<file path="src/rtl/core/yuvb_pkg.sv">
// ----------------------------------------------------------------------------
// YUV box classifier package
// Types, constants and codes shared by the classifier modules.
// ----------------------------------------------------------------------------
package yuvb_pkg;

    localparam int NUM_COLORS_DEF  = 10;
    localparam int SAMPLE_STEP_DEF = 10;

    localparam int ENTRY_W = 4;
    localparam int BOUND_W = 10;
    localparam int PIX_W   = 8;
    localparam int CLASS_W = 4;
    localparam int LIMIT_W = 12;

    localparam int CFG_IDX_W  = 1;
    localparam int CFG_DATA_W = 12;
    localparam logic [CFG_IDX_W-1:0] CFG_DISTANCE_LIMIT = 1'd0;
    localparam logic [CFG_IDX_W-1:0] CFG_NEAREST_MODE   = 1'd1;

    localparam logic OP_LOAD     = 1'b0;
    localparam logic OP_CLASSIFY = 1'b1;

    // Colour conversion coefficients
    localparam int COEF_YR   = 299;
    localparam int COEF_YG   = 587;
    localparam int COEF_YB   = 114;
    localparam int ROUND_Y   = 500;
    localparam int COEF_U    = 492;
    localparam int COEF_V    = 877;
    localparam int CHROMA_OFS = 128000;

    // Divide by DIV_BASE as multiply by floor(2^DIV_SHIFT / DIV_BASE), one fix-up
    localparam int DIV_BASE  = 1000;
    localparam int DIV_SHIFT = 29;
    localparam int DIV_RECIP = (1 << DIV_SHIFT) / DIV_BASE;
    localparam int NUM_W     = 21;
    localparam int MAG_W     = 19;
    localparam int RECIP_W   = 20;
    localparam int PROD_W    = MAG_W + RECIP_W;
    localparam int Q_W       = 10;

    localparam int QUEUE_DEPTH = 2;

    typedef struct packed {
        logic signed [BOUND_W-1:0] y_min;
        logic signed [BOUND_W-1:0] y_max;
        logic signed [BOUND_W-1:0] u_min;
        logic signed [BOUND_W-1:0] u_max;
        logic signed [BOUND_W-1:0] v_min;
        logic signed [BOUND_W-1:0] v_max;
    } t_box;

    typedef struct packed {
        logic                      operation;
        logic [ENTRY_W-1:0]        entry;
        t_box                      box;
        logic signed [BOUND_W-1:0] y_pix;
        logic signed [BOUND_W-1:0] u_pix;
        logic signed [BOUND_W-1:0] v_pix;
    } t_cmd;

    typedef struct packed {
        logic [LIMIT_W-1:0] distance_limit;
        logic               nearest_mode;
    } t_cfg;

    typedef enum logic [1:0] {
        AX_Y,
        AX_U,
        AX_V
    } t_axis;

    typedef enum logic [2:0] {
        F_IDLE,
        F_NUM,
        F_MUL,
        F_FIX,
        F_PUSH
    } t_front_state;

    typedef enum logic [2:0] {
        B_IDLE,
        B_FETCH,
        B_INIT,
        B_SCAN,
        B_EVAL,
        B_DONE
    } t_back_state;

endpackage

</file>
<file path="src/rtl/core/yuvb_req_if.sv">
// ----------------------------------------------------------------------------
// YUV box classifier request channel
// Valid/ready channel carrying load and classify requests.
// ----------------------------------------------------------------------------
interface yuvb_req_if;
    import yuvb_pkg::*;

    logic                      valid;
    logic                      ready;
    logic                      operation;
    logic [ENTRY_W-1:0]        entry;
    logic signed [BOUND_W-1:0] y_min;
    logic signed [BOUND_W-1:0] y_max;
    logic signed [BOUND_W-1:0] u_min;
    logic signed [BOUND_W-1:0] u_max;
    logic signed [BOUND_W-1:0] v_min;
    logic signed [BOUND_W-1:0] v_max;
    logic [PIX_W-1:0]          red;
    logic [PIX_W-1:0]          green;
    logic [PIX_W-1:0]          blue;

    modport source (
        output valid, operation, entry, y_min, y_max, u_min, u_max, v_min, v_max,
        output red, green, blue,
        input  ready
    );

    modport sink (
        input  valid, operation, entry, y_min, y_max, u_min, u_max, v_min, v_max,
        input  red, green, blue,
        output ready
    );
endinterface

</file>
<file path="src/rtl/core/yuvb_res_if.sv">
// ----------------------------------------------------------------------------
// YUV box classifier result channel
// Valid/ready channel carrying the chosen class index.
// ----------------------------------------------------------------------------
interface yuvb_res_if;
    import yuvb_pkg::*;

    logic               valid;
    logic               ready;
    logic [CLASS_W-1:0] class_index;

    modport source (
        output valid, class_index,
        input  ready
    );

    modport sink (
        input  valid, class_index,
        output ready
    );
endinterface

</file>
<file path="src/rtl/core/yuvb_front.sv">
// ----------------------------------------------------------------------------
// YUV box classifier front end
// Accepts requests, converts classify pixels to YUV through one shared
// divide-by-constant datapath, and pushes commands to the queue.
// ----------------------------------------------------------------------------
module yuvb_front (
    input  logic           i_clk,
    input  logic           i_rst_n,
    yuvb_req_if.sink       i_req,
    output logic           o_push_valid,
    output yuvb_pkg::t_cmd o_push_cmd,
    input  logic           i_push_ready
);
    import yuvb_pkg::*;

    t_front_state r_state, n_state;
    t_axis        r_axis;
    t_cmd         r_cmd;
    logic [PIX_W-1:0] r_red, r_green, r_blue;
    logic             r_neg;
    logic [MAG_W-1:0] r_mag;
    logic [Q_W-1:0]   r_q0;

    logic signed [NUM_W-1:0]   w_num;
    logic [PROD_W-1:0]         w_prod;
    logic [MAG_W:0]            w_rem;
    logic [Q_W-1:0]            w_q;
    logic signed [BOUND_W-1:0] w_res;

    always_comb begin
        case (r_axis)
            AX_Y: begin
                w_num = $signed(NUM_W'(r_red)) * NUM_W'(COEF_YR)
                      + $signed(NUM_W'(r_green)) * NUM_W'(COEF_YG)
                      + $signed(NUM_W'(r_blue)) * NUM_W'(COEF_YB)
                      + NUM_W'(ROUND_Y);
            end
            AX_U: begin
                w_num = NUM_W'(COEF_U) * ($signed(NUM_W'(r_blue)) - NUM_W'(r_cmd.y_pix))
                      + NUM_W'(CHROMA_OFS);
            end
            AX_V: begin
                w_num = NUM_W'(COEF_V) * ($signed(NUM_W'(r_red)) - NUM_W'(r_cmd.y_pix))
                      + NUM_W'(CHROMA_OFS);
            end
            default: begin
                w_num = '0;
            end
        endcase
    end

    assign w_prod = PROD_W'(r_mag) * PROD_W'(DIV_RECIP);
    assign w_rem  = (MAG_W+1)'(r_mag) - (MAG_W+1)'(r_q0) * (MAG_W+1)'(DIV_BASE);
    assign w_q    = r_q0 + Q_W'(w_rem >= (MAG_W+1)'(DIV_BASE));
    assign w_res  = r_neg ? -$signed(BOUND_W'(w_q)) : $signed(BOUND_W'(w_q));

    always_comb begin
        n_state = r_state;
        case (r_state)
            F_IDLE: begin
                if (i_req.valid) begin
                    n_state = (i_req.operation == OP_CLASSIFY) ? F_NUM : F_PUSH;
                end
            end
            F_NUM: begin
                n_state = F_MUL;
            end
            F_MUL: begin
                n_state = F_FIX;
            end
            F_FIX: begin
                n_state = (r_axis == AX_V) ? F_PUSH : F_NUM;
            end
            F_PUSH: begin
                if (i_push_ready) begin
                    n_state = F_IDLE;
                end
            end
            default: begin
                n_state = F_IDLE;
            end
        endcase
    end

    always_comb begin
        i_req.ready  = (r_state == F_IDLE);
        o_push_valid = (r_state == F_PUSH);
    end

    assign o_push_cmd = r_cmd;

    always_ff @(posedge i_clk) begin
        if (!i_rst_n) begin
            r_state <= F_IDLE;
        end else begin
            r_state <= n_state;
        end
    end

    always_ff @(posedge i_clk) begin
        case (r_state)
            F_IDLE: begin
                r_cmd.operation <= i_req.operation;
                r_cmd.entry     <= i_req.entry;
                r_cmd.box.y_min <= i_req.y_min;
                r_cmd.box.y_max <= i_req.y_max;
                r_cmd.box.u_min <= i_req.u_min;
                r_cmd.box.u_max <= i_req.u_max;
                r_cmd.box.v_min <= i_req.v_min;
                r_cmd.box.v_max <= i_req.v_max;
                r_red   <= i_req.red;
                r_green <= i_req.green;
                r_blue  <= i_req.blue;
                r_axis  <= AX_Y;
            end
            F_NUM: begin
                r_neg <= w_num[NUM_W-1];
                r_mag <= MAG_W'(w_num[NUM_W-1] ? -w_num : w_num);
            end
            F_MUL: begin
                r_q0 <= Q_W'(w_prod >> DIV_SHIFT);
            end
            F_FIX: begin
                case (r_axis)
                    AX_Y: begin
                        r_cmd.y_pix <= w_res;
                        r_axis      <= AX_U;
                    end
                    AX_U: begin
                        r_cmd.u_pix <= w_res;
                        r_axis      <= AX_V;
                    end
                    default: begin
                        r_cmd.v_pix <= w_res;
                    end
                endcase
            end
            default: begin
            end
        endcase
    end
endmodule

</file>
<file path="src/rtl/core/yuvb_queue.sv">
// ----------------------------------------------------------------------------
// YUV box classifier command queue
// Two-entry FIFO between the front end and the back end.
// ----------------------------------------------------------------------------
module yuvb_queue (
    input  logic           i_clk,
    input  logic           i_rst_n,
    input  logic           i_push_valid,
    input  yuvb_pkg::t_cmd i_push_cmd,
    output logic           o_push_ready,
    output logic           o_pop_valid,
    output yuvb_pkg::t_cmd o_pop_cmd,
    input  logic           i_pop_ready
);
    import yuvb_pkg::*;

    localparam int PTR_W = $clog2(QUEUE_DEPTH);
    localparam int CNT_W = $clog2(QUEUE_DEPTH + 1);

    t_cmd             r_slot [QUEUE_DEPTH];
    logic [PTR_W-1:0] r_wr_ptr, r_rd_ptr;
    logic [CNT_W-1:0] r_count;
    logic             w_push, w_pop;

    assign o_push_ready = (r_count != CNT_W'(QUEUE_DEPTH));
    assign o_pop_valid  = (r_count != '0);
    assign o_pop_cmd    = r_slot[r_rd_ptr];
    assign w_push       = i_push_valid && o_push_ready;
    assign w_pop        = o_pop_valid && i_pop_ready;

    always_ff @(posedge i_clk) begin
        if (!i_rst_n) begin
            r_wr_ptr <= '0;
            r_rd_ptr <= '0;
            r_count  <= '0;
        end else begin
            if (w_push) begin
                r_wr_ptr <= (r_wr_ptr == PTR_W'(QUEUE_DEPTH - 1)) ? '0 : r_wr_ptr + 1'b1;
            end
            if (w_pop) begin
                r_rd_ptr <= (r_rd_ptr == PTR_W'(QUEUE_DEPTH - 1)) ? '0 : r_rd_ptr + 1'b1;
            end
            if (w_push && !w_pop) begin
                r_count <= r_count + 1'b1;
            end else if (w_pop && !w_push) begin
                r_count <= r_count - 1'b1;
            end
        end
    end

    always_ff @(posedge i_clk) begin
        if (w_push) begin
            r_slot[r_wr_ptr] <= i_push_cmd;
        end
    end
endmodule

</file>
<file path="src/rtl/core/yuvb_back.sv">
// ----------------------------------------------------------------------------
// YUV box classifier back end
// Holds the box table, walks the boxes for each pixel with one shared
// sampling unit, and registers the chosen class for the result channel.
// ----------------------------------------------------------------------------
module yuvb_back #(
    parameter int NUM_COLORS  = yuvb_pkg::NUM_COLORS_DEF,
    parameter int SAMPLE_STEP = yuvb_pkg::SAMPLE_STEP_DEF
) (
    input  logic           i_clk,
    input  logic           i_rst_n,
    input  yuvb_pkg::t_cfg i_cfg,
    input  logic           i_cmd_valid,
    input  yuvb_pkg::t_cmd i_cmd,
    output logic           o_cmd_ready,
    yuvb_res_if.source     o_res
);
    import yuvb_pkg::*;

    localparam int IW   = (NUM_COLORS > 1) ? $clog2(NUM_COLORS) : 1;
    localparam int T_W  = BOUND_W + 2;
    localparam int D_W  = BOUND_W;
    localparam int S_W  = LIMIT_W;

    function automatic logic [D_W-1:0] f_absd(input logic signed [T_W-1:0] a,
                                              input logic signed [T_W-1:0] b);
        logic signed [T_W-1:0] d;
        d = a - b;
        return D_W'(d < 0 ? -d : d);
    endfunction

    function automatic logic [D_W-1:0] f_min(input logic [D_W-1:0] a,
                                             input logic [D_W-1:0] b);
        return (a < b) ? a : b;
    endfunction

    t_back_state r_state, n_state;
    t_box        r_table [NUM_COLORS];
    t_box        r_box;
    logic signed [BOUND_W-1:0] r_py, r_pu, r_pv;
    logic signed [T_W-1:0]     r_ty, r_tu, r_tv;
    logic [D_W-1:0]            r_dy, r_du, r_dv;
    logic [IW-1:0]             r_bidx, r_class;
    logic [S_W-1:0]            r_best;
    logic                      r_inside;
    logic                      r_out_valid;
    logic [CLASS_W-1:0]        r_out_class;

    logic w_accept, w_load_hit, w_inside, w_last, w_out_free;
    logic w_act_y, w_act_u, w_act_v;
    logic w_sy, w_su, w_sv, w_any, w_take;
    logic [S_W-1:0] w_fy, w_fu, w_fv, w_d;

    assign w_accept   = i_cmd_valid && o_cmd_ready;
    assign w_load_hit = ({1'b0, i_cmd.entry} < (ENTRY_W+1)'(NUM_COLORS));
    assign w_last     = (r_bidx == IW'(NUM_COLORS - 1));
    assign w_out_free = !r_out_valid || o_res.ready;

    assign w_inside = (r_py >= r_box.y_min) && (r_py <= r_box.y_max)
                   && (r_pu >= r_box.u_min) && (r_pu <= r_box.u_max)
                   && (r_pv >= r_box.v_min) && (r_pv <= r_box.v_max);

    assign w_act_y = (r_ty <= T_W'(r_box.y_max));
    assign w_act_u = (r_tu <= T_W'(r_box.u_max));
    assign w_act_v = (r_tv <= T_W'(r_box.v_max));

    // Face distances: distance to the face plane plus in-plane sample distances
    always_comb begin
        w_sy = (r_box.y_min <= r_box.y_max);
        w_su = (r_box.u_min <= r_box.u_max);
        w_sv = (r_box.v_min <= r_box.v_max);
        w_fy = S_W'(f_min(f_absd(T_W'(r_py), T_W'(r_box.y_min)),
                          f_absd(T_W'(r_py), T_W'(r_box.y_max))))
             + S_W'(r_du) + S_W'(r_dv);
        w_fu = S_W'(f_min(f_absd(T_W'(r_pu), T_W'(r_box.u_min)),
                          f_absd(T_W'(r_pu), T_W'(r_box.u_max))))
             + S_W'(r_dy) + S_W'(r_dv);
        w_fv = S_W'(f_min(f_absd(T_W'(r_pv), T_W'(r_box.v_min)),
                          f_absd(T_W'(r_pv), T_W'(r_box.v_max))))
             + S_W'(r_dy) + S_W'(r_du);
        w_d   = '1;
        w_any = 1'b0;
        if (w_su && w_sv) begin
            w_d   = w_fy;
            w_any = 1'b1;
        end
        if (w_sy && w_sv && (w_fu < w_d)) begin
            w_d = w_fu;
        end
        if (w_sy && w_sv) begin
            w_any = 1'b1;
        end
        if (w_sy && w_su && (w_fv < w_d)) begin
            w_d = w_fv;
        end
        if (w_sy && w_su) begin
            w_any = 1'b1;
        end
        w_take = i_cfg.nearest_mode && w_any && (w_d < r_best)
              && (w_d <= i_cfg.distance_limit);
    end

    always_comb begin
        n_state = r_state;
        case (r_state)
            B_IDLE: begin
                if (i_cmd_valid && (i_cmd.operation == OP_CLASSIFY)) begin
                    n_state = B_FETCH;
                end
            end
            B_FETCH: begin
                n_state = B_INIT;
            end
            B_INIT: begin
                n_state = (w_inside || !i_cfg.nearest_mode) ? B_EVAL : B_SCAN;
            end
            B_SCAN: begin
                if (!w_act_y && !w_act_u && !w_act_v) begin
                    n_state = B_EVAL;
                end
            end
            B_EVAL: begin
                n_state = w_last ? B_DONE : B_FETCH;
            end
            B_DONE: begin
                if (w_out_free) begin
                    n_state = B_IDLE;
                end
            end
            default: begin
                n_state = B_IDLE;
            end
        endcase
    end

    always_comb begin
        o_cmd_ready       = (r_state == B_IDLE);
        o_res.valid       = r_out_valid;
        o_res.class_index = r_out_class;
    end

    always_ff @(posedge i_clk) begin
        if (!i_rst_n) begin
            r_state     <= B_IDLE;
            r_out_valid <= 1'b0;
        end else begin
            r_state <= n_state;
            if (r_state == B_DONE && w_out_free) begin
                r_out_valid <= 1'b1;
            end else if (o_res.ready) begin
                r_out_valid <= 1'b0;
            end
        end
    end

    // Box table: written by load commands, read one box per step
    always_ff @(posedge i_clk) begin
        if (w_accept && (i_cmd.operation == OP_LOAD) && w_load_hit) begin
            r_table[i_cmd.entry[IW-1:0]] <= i_cmd.box;
        end
        if (r_state == B_FETCH) begin
            r_box <= r_table[r_bidx];
        end
    end

    always_ff @(posedge i_clk) begin
        case (r_state)
            B_IDLE: begin
                r_py    <= i_cmd.y_pix;
                r_pu    <= i_cmd.u_pix;
                r_pv    <= i_cmd.v_pix;
                r_bidx  <= '0;
                r_class <= '0;
                r_best  <= '1;
            end
            B_INIT: begin
                r_inside <= w_inside;
                r_ty     <= T_W'(r_box.y_min);
                r_tu     <= T_W'(r_box.u_min);
                r_tv     <= T_W'(r_box.v_min);
                r_dy     <= '1;
                r_du     <= '1;
                r_dv     <= '1;
            end
            B_SCAN: begin
                if (w_act_y) begin
                    r_dy <= f_min(r_dy, f_absd(T_W'(r_py), r_ty));
                    r_ty <= r_ty + T_W'(SAMPLE_STEP);
                end
                if (w_act_u) begin
                    r_du <= f_min(r_du, f_absd(T_W'(r_pu), r_tu));
                    r_tu <= r_tu + T_W'(SAMPLE_STEP);
                end
                if (w_act_v) begin
                    r_dv <= f_min(r_dv, f_absd(T_W'(r_pv), r_tv));
                    r_tv <= r_tv + T_W'(SAMPLE_STEP);
                end
            end
            B_EVAL: begin
                if (r_inside) begin
                    r_class <= r_bidx;
                    r_best  <= '0;
                end else if (w_take) begin
                    r_class <= r_bidx;
                    r_best  <= w_d;
                end
                r_bidx <= r_bidx + 1'b1;
            end
            B_DONE: begin
                if (w_out_free) begin
                    r_out_class <= CLASS_W'(r_class);
                end
            end
            default: begin
            end
        endcase
    end
endmodule

</file>
<file path="src/rtl/core/yuv_box_nearest_color_classifier.sv">
// ----------------------------------------------------------------------------
// YUV box nearest colour classifier
// Colour box table with containment and nearest-box classification.
// ----------------------------------------------------------------------------
// A load request writes one colour box (inclusive YUV bounds) to table entry
// `entry`; entries at or above NUM_COLORS are dropped and a load gives no
// result. A classify request converts its RGB pixel to integer YUV and returns
// one class index: the last box containing the pixel, otherwise (in nearest
// mode) the box whose sampled face points lie closest in L1 distance, if that
// distance is within distance_limit, the earlier box winning a tie; 0 when
// nothing matches. Load every entry before classifying. The front end does the
// YUV conversion of a classify in three passes through one divide-by-1000
// unit, and a two-entry queue lets it run ahead of the back end. The back end
// visits the boxes in turn through fetch, init and eval states and, in nearest
// mode for a box not containing the pixel, a scan state that takes
// ceil((max-min+1)/SAMPLE_STEP) samples on each axis until the longest axis is
// done, from a single shared sampling unit. Results sit in an output register;
// the back end moves on once that register is free. Write configuration only
// while idle.
// ----------------------------------------------------------------------------
module yuv_box_nearest_color_classifier #(
    parameter int NUM_COLORS  = yuvb_pkg::NUM_COLORS_DEF,
    parameter int SAMPLE_STEP = yuvb_pkg::SAMPLE_STEP_DEF
) (
    input  logic                              i_clk,
    input  logic                              i_rst_n,
    yuvb_req_if.sink                          i_req,
    yuvb_res_if.source                        o_res,
    input  logic                              i_cfg_wr_en,
    input  logic [yuvb_pkg::CFG_IDX_W-1:0]    i_cfg_index,
    input  logic [yuvb_pkg::CFG_DATA_W-1:0]   i_cfg_wdata
);
    import yuvb_pkg::*;

    t_cfg r_cfg;
    logic w_push_valid, w_push_ready, w_pop_valid, w_pop_ready;
    t_cmd w_push_cmd, w_pop_cmd;

    // Configuration registers: hold until rewritten
    always_ff @(posedge i_clk) begin
        if (!i_rst_n) begin
            r_cfg.distance_limit <= '0;
            r_cfg.nearest_mode   <= 1'b1;
        end else if (i_cfg_wr_en) begin
            case (i_cfg_index)
                CFG_DISTANCE_LIMIT: begin
                    r_cfg.distance_limit <= LIMIT_W'(i_cfg_wdata);
                end
                CFG_NEAREST_MODE: begin
                    r_cfg.nearest_mode <= i_cfg_wdata[0];
                end
                default: begin
                end
            endcase
        end
    end

    // Front end: take requests, convert pixels to YUV
    yuvb_front u_front (
        .i_clk        (i_clk),
        .i_rst_n      (i_rst_n),
        .i_req        (i_req),
        .o_push_valid (w_push_valid),
        .o_push_cmd   (w_push_cmd),
        .i_push_ready (w_push_ready)
    );

    // Decouple conversion from the box walk
    yuvb_queue u_queue (
        .i_clk        (i_clk),
        .i_rst_n      (i_rst_n),
        .i_push_valid (w_push_valid),
        .i_push_cmd   (w_push_cmd),
        .o_push_ready (w_push_ready),
        .o_pop_valid  (w_pop_valid),
        .o_pop_cmd    (w_pop_cmd),
        .i_pop_ready  (w_pop_ready)
    );

    // Back end: box table, box walk and result register
    yuvb_back #(
        .NUM_COLORS  (NUM_COLORS),
        .SAMPLE_STEP (SAMPLE_STEP)
    ) u_back (
        .i_clk       (i_clk),
        .i_rst_n     (i_rst_n),
        .i_cfg       (r_cfg),
        .i_cmd_valid (w_pop_valid),
        .i_cmd       (w_pop_cmd),
        .o_cmd_ready (w_pop_ready),
        .o_res       (o_res)
    );
endmodule

</file>
<file path="src/flat_wrapper.sv">
// flat-port wrapper written by rule: the top's interface ports become plain ports
module yuv_box_nearest_color_classifier_flat import yuvb_pkg::*;
#(
    parameter int NUM_COLORS  = yuvb_pkg::NUM_COLORS_DEF,
    parameter int SAMPLE_STEP = yuvb_pkg::SAMPLE_STEP_DEF
)
  (i_clk, i_rst_n, i_cfg_wr_en, i_cfg_index, i_cfg_wdata, i_req_valid, i_req_operation, i_req_entry, i_req_y_min, i_req_y_max, i_req_u_min, i_req_u_max, i_req_v_min, i_req_v_max, i_req_red, i_req_green, i_req_blue, i_req_ready, o_res_valid, o_res_class_index, o_res_ready);
  yuvb_req_if i_req_i ();
  yuvb_res_if o_res_i ();
  input  logic i_clk;
  input  logic i_rst_n;
  input  logic i_cfg_wr_en;
  input  logic [yuvb_pkg::CFG_IDX_W-1:0] i_cfg_index;
  input  logic [yuvb_pkg::CFG_DATA_W-1:0] i_cfg_wdata;
  input wire logic [$bits(i_req_i.valid)-1:0] i_req_valid;
  input wire logic [$bits(i_req_i.operation)-1:0] i_req_operation;
  input wire logic [$bits(i_req_i.entry)-1:0] i_req_entry;
  input wire logic [$bits(i_req_i.y_min)-1:0] i_req_y_min;
  input wire logic [$bits(i_req_i.y_max)-1:0] i_req_y_max;
  input wire logic [$bits(i_req_i.u_min)-1:0] i_req_u_min;
  input wire logic [$bits(i_req_i.u_max)-1:0] i_req_u_max;
  input wire logic [$bits(i_req_i.v_min)-1:0] i_req_v_min;
  input wire logic [$bits(i_req_i.v_max)-1:0] i_req_v_max;
  input wire logic [$bits(i_req_i.red)-1:0] i_req_red;
  input wire logic [$bits(i_req_i.green)-1:0] i_req_green;
  input wire logic [$bits(i_req_i.blue)-1:0] i_req_blue;
  output wire logic [$bits(i_req_i.ready)-1:0] i_req_ready;
  output wire logic [$bits(o_res_i.valid)-1:0] o_res_valid;
  output wire logic [$bits(o_res_i.class_index)-1:0] o_res_class_index;
  input wire logic [$bits(o_res_i.ready)-1:0] o_res_ready;
  assign i_req_i.valid = i_req_valid;
  assign i_req_i.operation = i_req_operation;
  assign i_req_i.entry = i_req_entry;
  assign i_req_i.y_min = i_req_y_min;
  assign i_req_i.y_max = i_req_y_max;
  assign i_req_i.u_min = i_req_u_min;
  assign i_req_i.u_max = i_req_u_max;
  assign i_req_i.v_min = i_req_v_min;
  assign i_req_i.v_max = i_req_v_max;
  assign i_req_i.red = i_req_red;
  assign i_req_i.green = i_req_green;
  assign i_req_i.blue = i_req_blue;
  assign i_req_ready = i_req_i.ready;
  assign o_res_valid = o_res_i.valid;
  assign o_res_class_index = o_res_i.class_index;
  assign o_res_i.ready = o_res_ready;
  yuv_box_nearest_color_classifier #(.NUM_COLORS(NUM_COLORS), .SAMPLE_STEP(SAMPLE_STEP)) u_core (.i_clk(i_clk), .i_rst_n(i_rst_n), .i_req(i_req_i), .o_res(o_res_i), .i_cfg_wr_en(i_cfg_wr_en), .i_cfg_index(i_cfg_index), .i_cfg_wdata(i_cfg_wdata));
endmodule
</file>
<file path="config.mk">
export PLATFORM = sky130hd
export DESIGN_NAME = yuv_box_nearest_color_classifier_flat
export DESIGN_NICKNAME = d
export VERILOG_FILES = /design/src/rtl/core/yuvb_pkg.sv /design/src/rtl/core/yuvb_req_if.sv /design/src/rtl/core/yuvb_res_if.sv /design/src/rtl/core/yuvb_front.sv /design/src/rtl/core/yuvb_queue.sv /design/src/rtl/core/yuvb_back.sv /design/src/rtl/core/yuv_box_nearest_color_classifier.sv /design/src/flat_wrapper.sv
export SDC_FILE = /design/constraint.sdc
export NUM_CORES = 2
export LEC_CHECK = 0
export BUFFER_PORTS_ARGS = -buffer_cell sky130_fd_sc_hd__buf_4
export CORE_UTILIZATION = 50
export CTS_CLUSTER_DIAMETER = 150
export DETAILED_ROUTE_END_ITERATION = 8
export PLACE_DENSITY = 0.66
export SETUP_SLACK_MARGIN = 0.1
export SYNTH_ARGS = -nofsm -noshare
export SYNTH_HDL_FRONTEND = slang
export SYNTH_SLANG_ARGS = --single-unit
export TNS_END_PERCENT = 10
</file>
<file path="constraint.sdc">
create_clock -name i_clk -period 14.4 [get_ports i_clk]
set_input_delay 2.16 -clock i_clk [delete_from_list [all_inputs] [get_ports i_clk]]
set_output_delay 2.16 -clock i_clk [all_outputs]
set_load 0.005 [all_outputs]
</file>
==> flow_summary.ini <==
[outcome]
status = complete, no violations

[global_route]
grt_pass1_wl_um = 252000
grt_pass1_vias = 43800
grt_overflow = 0
grt_usage_pct = 23.1
grt_max_degree = 102
antenna_found_initial = 1

[place]
place_area_um2 = 73700
dp_slack_ns = 1.12
io_buffers = 112
gp_congestion = 0.951
dp_hpwl_um = 117000
dp_cells = 7439

[critical_path]
reg2reg_slack_ns = 1.24
crit_required_ns = 14.82
cp-startpoint = u_core.u_back.r_pu[0]
r2r_cells = 68
critPathMaxFanout = 19
crit_type = reg2reg
cpMostUsedCell = a21oi_1
slowest_stage = fa_1
slowest_delay_ns = 0.48
rr_endpoint = u_core.u_back.r_class[0]
arrival_ns = 13.58
timing.rr.start = u_core.u_back.r_pu[0]
end_kind = register
crit_path_start_kind = register

[sta]
min_period_ns = 13.16
fin_crit_sh_pct = 91.4
final_max_slew_viol_count = 0
fin_ws_ns = 1.24
hold_viol = 0
slew_headroom_pct = 18.3
worst_pin_slew_ns = 1.22
setup_viol = 0
rsz0062_at_grt = no
skew_ns = 0.0524
tns_ns = 0
max_freq_mhz = 76.0

[cts]
cts_tree = built
cts_made_buffers = 118
clockBufferDepth = 3
cts_hold_buf = 0
clk_pin_slew_worst_paths_ns = 0.06
root_buffer = clkbuf_16
clock_sinks = 1147
post_cts.repair.setup_buffers = 0
clk_latency_ns = 0.74
htree_levels = 3

[route]
drtIter0Drc = 3107
drtAntennaViolNets = 0
wirelength_um = 161000
wire_per_inst_um = 21.1
drc = 0
vias_per_cell = 5.59
num_vias = 42800
drt_first_pass_iters = 5

[layout]
n_fill_cell = 11400
nets = 6828
finalNonFillerCells = 7659
drive_gt1_share_pct = 10.8
area_delta_synth_final_pct = 10.5
n_antenna_cell = 0
stdcell_area_um2 = 77900

[synth]
synthDistinctLibCells = 81
ys_ff_latch = 1147
avgSynthCellArea_um2 = 12.7
seq_area_frac_synth_pct = 48.5
synth_edf_count = 1122
synthFlopType = edfxtp_1
syn_inst = 5527
syn_nets = 6672
synth_area_um2 = 70500
ys_warn_count = 0
synthArstFlopShare_pct = 0

[die]
fp.dieH_um = 377
rows = 137
initial_utilization_pct = 50.4
io_pins = 113
dieArea_um2 = 142000
fp.coreArea_um2 = 140000
die_w_um = 377

[min_path]
hold_depth = 0
hold_path_startpoint = u_core.u_front.o_push_cmd[84]
hp-class = reg2reg
worstHoldEndpoint = u_core.u_queue.r_slot[0][84]

[job]
maxCapViolations = 0
## per-layer routing
layer  vias to the layer above  global-route usage, %  share of wire (%)
li1                      20300                      -                  -
met1                     21400                   31.8                 45
met2                       964                   39.0                 48
met3                       203                   2.81                4.8
met4                         0                   5.43                2.3
met5                         -                      0                  0
## through the flow
stage	utilization [%]	hold slack [ns]
2_1_floorplan	-	0.400
3_3_place_gp	52.7	0.422
3_5_place_dp	52.7	0.430
4_1_cts	55.7	0.429
5_1_grt	55.7	0.449
6_report	55.7	0.427
## cell type report
type,count,area (µm²),share of cell area [%]
clock inverters,82,1100,1.41
clock buffers,138,3080,3.96
repair buffers,156,1200,1.54
multi-input cells,3541,33300,42.7
inverters,719,2700,3.47
well taps,1876,2350,3.01
flip-flops and latches,1147,34200,43.9
## critical path, delay by kind of cell, from the launching register on
family / cells / cell delay (ns)
buffers and inverters: 6 / 0.87
AO/OA/AOI/OAI: 36 / 6.12
AND/OR/NAND/NOR: 14 / 1.61
flip-flops: 1 / 0.37
adder cells (fa/ha/maj): 9 / 2.91
multiplexers: 3 / 0.94
## worst max path at each step
stage	depth (start not counted)	slack (ns)	to
after global placement	68	1.40	u_core.u_back.r_class[1]
final	68	1.24	u_core.u_back.r_class[0]
after floorplan	70	2.24	u_core.u_back.r_best[0]
after global routing	68	0.14	u_core.u_back.r_best[11]
after CTS	68	1.08	u_core.u_back.r_class[0]
after detailed placement	68	1.12	u_core.u_back.r_class[1]
## cells by family after synthesis
group                      share of synthesized area [%]
AOI/OAI and AO/OA                                   8.12
and+or+nand+nor                                     6.45
adders and majority gates                           21.2
muxes                                               7.00
DFF                                                 48.5
xor gates and xnor gates                            4.16
buffers and inverters                               4.49
## timing repair
item,in CTS,in global routing
endpoints found under the hold margin,0,0
resized for setup,0,6
setup endpoints to repair,0,16
## registers in the layout, indices dropped and copies added, names as in the netlist, 13 cells and up, named ones only
register / count
u_core.u_back.r_table: 600
u_core.u_queue.r_slot: 190
u_core.u_front.o_push_cmd: 95
u_core.u_back.r_box: 60
u_core.u_front.r_mag: 19
u_core.r_cfg: 13
## cell usage after synthesis, types with 101 or more instances
cell | count | area [µm²]
edfxtp_1 | 1122 | 33700
ha_1 | 775 | 9700
inv_1 | 719 | 2700
a21oi_1 | 303 | 1520
fa_1 | 263 | 5270
nor2_1 | 244 | 916
nand2_1 | 233 | 875
xnor2_1 | 215 | 1880
o21ai_0 | 184 | 921
nor2b_1 | 121 | 757
mux4_2 | 120 | 2700
xor2_1 | 120 | 1050
mux2_2 | 108 | 1220
mux2i_1 | 101 | 1010
## layout by cell type (no fill, tap or decap), types with 66 or more instances in the layout
master,instances
nor2b_1,121
edfxtp_1,1122
a21oi_1,303
ha_1,775
inv_1,719
nor3_1,66
o21ai_0,184
xor2_1,120
mux2i_1,99
a21o_1,97
mux2_2,108
a211oi_1,85
nor2_1,231
mux4_2,120
xnor2_1,215
clkbuf_16,120
fa_1,263
buf_4,154
nand2_1,233
Power is not shown: default switching activity piles up to over one toggle a cycle in this logic, so the estimate is an artifact.
